### src/design/obc_pkg.sv
// package for the oriented box corner block: constants, types, cordic angle table
package obc_pkg;

  localparam int CordicStages = 16;
  localparam int AngW = 28;
  localparam int CW = 33;
  localparam logic signed [AngW-1:0] AngPi = 28'sd52707179;
  localparam logic signed [AngW-1:0] AngHalfPi = 28'sd26353589;
  localparam logic signed [CW-1:0] CordicX0 = 33'sd652032874;

  typedef struct packed {
    logic [15:0] id;
    logic [7:0] kind;
    logic signed [23:0] px;
    logic signed [23:0] py;
    logic [15:0] wd;
    logic [15:0] ln;
    logic signed [15:0] sp;
  } pass_t;

  function automatic logic signed [AngW-1:0] atan_q24(input logic [4:0] i);
    logic signed [AngW-1:0] r;
    case (i)
      5'd0: r = 28'sd13176795;
      5'd1: r = 28'sd7778716;
      5'd2: r = 28'sd4110060;
      5'd3: r = 28'sd2086331;
      5'd4: r = 28'sd1047214;
      5'd5: r = 28'sd524117;
      5'd6: r = 28'sd262123;
      5'd7: r = 28'sd131069;
      default: r = (i < 5'd24) ? AngW'(28'sd65536 >>> (i - 5'd8)) : '0;
    endcase
    return r;
  endfunction

endpackage

### src/design/obc_cordic.sv
// pipelined rotation-mode cordic giving rounded cos and sin in q.16
module obc_cordic (
  input  logic clk_i,
  input  logic en_i,
  input  logic signed [15:0] heading_i,
  output logic signed [17:0] cos_o,
  output logic signed [17:0] sin_o
);
  localparam int N = (obc_pkg::CordicStages > 24) ? 24 : obc_pkg::CordicStages;

  logic signed [obc_pkg::CW-1:0] x_q [N+1];
  logic signed [obc_pkg::CW-1:0] y_q [N+1];
  logic signed [obc_pkg::AngW-1:0] z_q [N+1];
  logic neg_q [N+1];
  logic signed [obc_pkg::AngW-1:0] z0;
  logic signed [obc_pkg::CW-1:0] xf, yf;

  assign z0 = obc_pkg::AngW'(heading_i) <<< 11;

  always_ff @(posedge clk_i) begin
    if (en_i) begin
      x_q[0] <= obc_pkg::CordicX0;
      y_q[0] <= '0;
      neg_q[0] <= (z0 > obc_pkg::AngHalfPi) || (z0 < -obc_pkg::AngHalfPi);
      if (z0 > obc_pkg::AngHalfPi) z_q[0] <= z0 - obc_pkg::AngPi;
      else if (z0 < -obc_pkg::AngHalfPi) z_q[0] <= z0 + obc_pkg::AngPi;
      else z_q[0] <= z0;
    end
  end

  for (genvar i = 0; i < N; i++) begin : g_stage
    always_ff @(posedge clk_i) begin
      if (en_i) begin
        neg_q[i+1] <= neg_q[i];
        if (z_q[i] >= 0) begin
          x_q[i+1] <= x_q[i] - (y_q[i] >>> i);
          y_q[i+1] <= y_q[i] + (x_q[i] >>> i);
          z_q[i+1] <= z_q[i] - obc_pkg::atan_q24(5'(i));
        end else begin
          x_q[i+1] <= x_q[i] + (y_q[i] >>> i);
          y_q[i+1] <= y_q[i] - (x_q[i] >>> i);
          z_q[i+1] <= z_q[i] + obc_pkg::atan_q24(5'(i));
        end
      end
    end
  end

  assign xf = neg_q[N] ? -x_q[N] : x_q[N];
  assign yf = neg_q[N] ? -y_q[N] : y_q[N];

  always_ff @(posedge clk_i) begin
    if (en_i) begin
      cos_o <= 18'((xf + 33'sd8192) >>> 14);
      sin_o <= 18'((yf + 33'sd8192) >>> 14);
    end
  end
endmodule

### config.mk
export PLATFORM = sky130hd
export DESIGN_NAME = obc_cordic
export DESIGN_NICKNAME = d
export VERILOG_FILES = /design/src/design/obc_pkg.sv /design/src/design/obc_cordic.sv
export SDC_FILE = /design/constraint.sdc
export NUM_CORES = 2
export LEC_CHECK = 0
export BUFFER_PORTS_ARGS = -buffer_cell sky130_fd_sc_hd__buf_2
export CAP_MARGIN = 20
export CELL_PAD_IN_SITES_DETAIL_PLACEMENT = 1
export CELL_PAD_IN_SITES_GLOBAL_PLACEMENT = 2
export CORE_UTILIZATION = 46
export CTS_CLUSTER_SIZE = 8
export DETAILED_ROUTE_END_ITERATION = 10
export PLACE_DENSITY = 0.88
export SKIP_LAST_GASP = 1
export SLEW_MARGIN = 20
export SYNTH_ARGS = -nofsm -noshare
export SYNTH_HDL_FRONTEND = slang
export SYNTH_SLANG_ARGS = --single-unit
export TNS_END_PERCENT = 50
### constraint.sdc
create_clock -name clk_i -period 11.29 [get_ports clk_i]
set_input_delay 2.8225 -clock clk_i [delete_from_list [all_inputs] [get_ports clk_i]]
set_output_delay 2.8225 -clock clk_i [all_outputs]
set_load 0.01 [all_outputs]
==> results.md <==
- The worst pin sits at a relative slew slack of 26.2%.
- Counting the fill cells in the layout gives 27700.
- The synthesized instance count is roughly 12000.
- Counting distinct cell types in the post-synthesis netlist gives 89.
- The required arrival time at the worst endpoint is about 12000 ps.
- The core region is 246000 um^2.
- TritonCTS built the clock tree.
- The via count of the first global-routing pass is 94600.
- The final setup TNS is 0 ps.
- The critical setup path kind is in -> reg.
- Across the run, the number of max-cap violations was 0.
- Synthesis inferred 1360 register bits.
- The post-detailed-placement half-perimeter wirelength is between 200 and 300 mm.
- The number of buffers on the longest clock path is 3.
- The clock network latency to the later pin of the worst-skew pair is 850 ps.
- When the netlist entered floorplanning its net count stood at 13200.
- The minimum period implied by the final worst setup slack is a little under 8000 ps.
- The via count is 91100.
- After synthesis, flip-flops and latches occupy 35.9% of the total area.
- The sequential cell area in the final layout is 40800 um^2.
- The pin slew with the least headroom to its limit is 1110 ps.
- The clock skew is 36.1 ps.
- The wire length on met3 is 11.7 mm.
- Summing the areas of all xor and xnor instances in the mapped netlist gives 13.3% of the synthesized area.
- The number of setup violations in the final report is 0.
- The final hold violation count is 0.
- Setup repair after global routing left no endpoint under its margin.
- The vias per cell is between 5 and 6.
- The net count of the finished layout is about 13000.
- The total number of placement rows is ~180.
- Sorting the synthesized cells by area gives the leading types as sky130_fd_sc_hd__edfxtp_1 (36%), sky130_fd_sc_hd__ha_1 (13%), sky130_fd_sc_hd__xnor2_1 (9.2%).
- From synthesis to final layout, the design area changed by 8.03%.
- In this run, post-CTS hold repair placed 0 buffers.
- The synthesized cell area is 114000 um^2.
- At the end of routability-driven placement, the weighted congestion stood at 0.920.
- Once detail routing completed, the nets flagged for antenna violations numbered 0.
- The number of buffers added on ports is between 50 and 60.
- In the synthesized netlist the dominant register cell turns out to be sky130_fd_sc_hd__edfxtp_1.
- The area used by multi-input combinational logic is 69900 um^2.
- The critical path launch point type is an input port.
- The total wire length is 334 mm.
- The multiplexer share of the synthesized area is 0.911%.
- Buffers inserted during clock tree synthesis total 193.
- The global-route total usage across every layer is a little over a quarter.
- The maximum level of the CTS H-tree is 4.
- Measured on the finished design, the core utilization comes to roughly 50%.
- Of the total synthesized cell area, the portion taken by AND, OR, NAND and NOR gates is 13.2%.
- In the final routed layout, each cell accounts on average for 21.9 um.
- The total overflow left after global routing is 0.
- The clock net in this run drives a total of between 1000 and 1500 sinks.
- The floorplan step set the die width to 499 um.
- The synthesized-area fraction occupied by adder cells is 14.2%.
- The kind of capture point of the worst setup path is a flop.
- The clock edge transition at the registers on the reported setup and hold paths is approximately 50 ps.
- The synthesized-area fraction occupied by ao, oa, aoi and oai cells is roughly 20%.
- The share of cells above drive strength 1 is 4.03%.
- The arrival time of data at the critical path endpoint is 8500 ps.
- The full die area is 249000 um^2.
- After detailed placement, the total cell area comes to between 100000 and 150000 um^2.
- By count the netlist is led by sky130_fd_sc_hd__edfxtp_1 (1360), sky130_fd_sc_hd__ha_1 (1221), sky130_fd_sc_hd__xnor2_1 (1200), sky130_fd_sc_hd__a21oi_1 (1169), sky130_fd_sc_hd__nor2_1 (949).
- The average instance in the mapped netlist occupies 9.53 um^2.
- Once the clock tree was built, the resizer swapped 0 gates to a different size.
- After synthesis, the largest family of logic cells by area is compound AO/OA/AOI/OAI gates.
- The count of pins over their slew limit is 0.
- The detailed-route wire length on metal 1 is 148 mm.
- Entering global routing, the biggest net connects 183 pins.
- The achievable frequency is 0.126 GHz.
- The number of design rule violations left after detail routing is 0.
- Of all flip-flops after synthesis, the portion carrying an async set or reset was 0%.
- Pin placement for this block handled 54 I/O pins.
- The post-CTS setup-driven buffer insertion count is 0.
- The top cell type by area accounts for 35.9% of the synthesized area.
- The Yosys step of the flow raised 0 warnings.
- The number of antenna violations at the first check in global routing is 7.
- Summed over all nets, wire length on met2 after detailed routing comes to 165 mm.
- The first-pass iteration count of the detailed router is 5.
- The wire length of the first global-routing pass is 528 mm.
- In this run the worst path has a maximum fanout of 72.
- The run finished with clean final reports.
- The worst hold path belongs to the class reg -> reg.
- The tree is rooted in a sky130_fd_sc_hd__clkbuf_16.
- The most instantiated library cell after synthesis is sky130_fd_sc_hd__edfxtp_1.
- Once layout is done, the placed cells without fillers occupy between 100000 and 150000 um^2.
- After detailed routing, no signal wire sits above met4.
- The effective utilization at floorplan is between 40% and 50%.
- From bottom edge to top edge, the die measures 499 um.
- Of the available clock period, the critical path in the final layout requires 70.2%.
- The tightest hold path in the finished design has a slack of 408 ps.
- In this run, synthesis inferred 1360 flip-flops with an integrated enable.
- Summed over all instances, the cell type with the most area after synthesis is sky130_fd_sc_hd__edfxtp_1.
- In this run, the number of DRC markers left after iteration 0 of detailed routing was 5455.
## final timing paths
check | startpoint | to | slack, ps | cells past startpoint
max | en_i | x_q[3][30] | 3370 | 18
min | neg_q[5] | neg_q[6] | 410 | 0
max reg2reg | y_q[10][14] | x_q[11][31] | 5170 | 18
min reg2reg | neg_q[5] | neg_q[6] | 410 | 0
## layout make-up
cell class,count,area share (%)
multi-input cells,9770,56.9
flip-flops and latches,1360,33.2
clock buffers,209,4.00
well taps,3220,3.28
inverters,574,1.75
repair buffers,110,0.613
clock inverters,28,0.245
diodes,6,0.0122
## cells in the final DEF (no fill, tap or decap), types with 39 or more instances in the layout
cell type and n:
sky130_fd_sc_hd__o21bai_1 161, sky130_fd_sc_hd__a21oi_1 1169, sky130_fd_sc_hd__a211oi_1 101, sky130_fd_sc_hd__inv_1 567, sky130_fd_sc_hd__o31a_1 40, sky130_fd_sc_hd__mux2_2 40, sky130_fd_sc_hd__or4_1 39, sky130_fd_sc_hd__xnor2_1 1200
sky130_fd_sc_hd__o21a_1 194, sky130_fd_sc_hd__nor2b_1 194, sky130_fd_sc_hd__buf_4 53, sky130_fd_sc_hd__a31oi_1 122, sky130_fd_sc_hd__and2_1 59, sky130_fd_sc_hd__ha_1 1221, sky130_fd_sc_hd__edfxtp_1 1360, sky130_fd_sc_hd__nand3_1 184
sky130_fd_sc_hd__and3_1 77, sky130_fd_sc_hd__buf_2 52, sky130_fd_sc_hd__or3_1 99, sky130_fd_sc_hd__xor2_1 519, sky130_fd_sc_hd__a21o_1 493, sky130_fd_sc_hd__o211ai_1 48, sky130_fd_sc_hd__o41ai_1 50, sky130_fd_sc_hd__a21boi_0 52
sky130_fd_sc_hd__o21ai_0 683, sky130_fd_sc_hd__or2_2 52, sky130_fd_sc_hd__nor3b_1 43, sky130_fd_sc_hd__nor4_1 89, sky130_fd_sc_hd__clkbuf_16 194, sky130_fd_sc_hd__mux2i_1 57, sky130_fd_sc_hd__nor2_1 949, sky130_fd_sc_hd__fa_1 44
sky130_fd_sc_hd__nand2_1 725, sky130_fd_sc_hd__o31ai_1 127, sky130_fd_sc_hd__nand4_1 89, sky130_fd_sc_hd__nor3_1 267, sky130_fd_sc_hd__nand2b_1 188
## flip-flops by register name, indices dropped and copies added (netlist names)
register / flops
y_q: 495
x_q: 469
z_q: 343
cos_o: 18
sin_o: 18
neg_q: 17
## metrics by stage
step	setup slack (ps)	instances
3_5_place_dp	2230	15000
2_1_floorplan	3620	11900
3_3_place_gp	2240	15000
6_report	3370	15300
4_1_cts	3120	15300
5_1_grt	2990	15300
## logic make-up (layout without fill, tap and decap cells)
logic type / count (synthesis) / after routing
other: 0 / 6
AO/OA/AOI/OAI: 3560 / 3560
AND/OR/NAND/NOR: 3125 / 3125
multiplexers: 98 / 98
XOR/XNOR: 1721 / 1721
adder cells (fa/ha/maj): 1266 / 1266
buffers and inverters: 808 / 921
flip-flops: 1360 / 1360
## layer usage
layer	vias to the layer above	track usage, %
li1	44100	-
met1	45100	33.5
met2	1505	46.6
met3	458	2.74
met4	0	7.80
met5	-	0
## critical path: stages
cell and delay, ps:
sky130_fd_sc_hd__buf_12 170, sky130_fd_sc_hd__nand2_1 180, sky130_fd_sc_hd__buf_4 420, sky130_fd_sc_hd__clkinv_1 600, sky130_fd_sc_hd__nor2_1 280, sky130_fd_sc_hd__xor2_1 170, sky130_fd_sc_hd__ha_1 300, sky130_fd_sc_hd__nor2b_1 180
sky130_fd_sc_hd__o31a_1 290, sky130_fd_sc_hd__o311ai_0 600, sky130_fd_sc_hd__a31oi_1 220, sky130_fd_sc_hd__o21ai_0 360, sky130_fd_sc_hd__a31oi_1 190, sky130_fd_sc_hd__a221o_1 410, sky130_fd_sc_hd__a2111oi_0 620, sky130_fd_sc_hd__o21a_1 250
sky130_fd_sc_hd__nor2_1 80, sky130_fd_sc_hd__xnor2_1 140
Power is left out: the tool's default activity adds up to more than one toggle a clock period on the data nets, which glitch-free logic cannot reach.
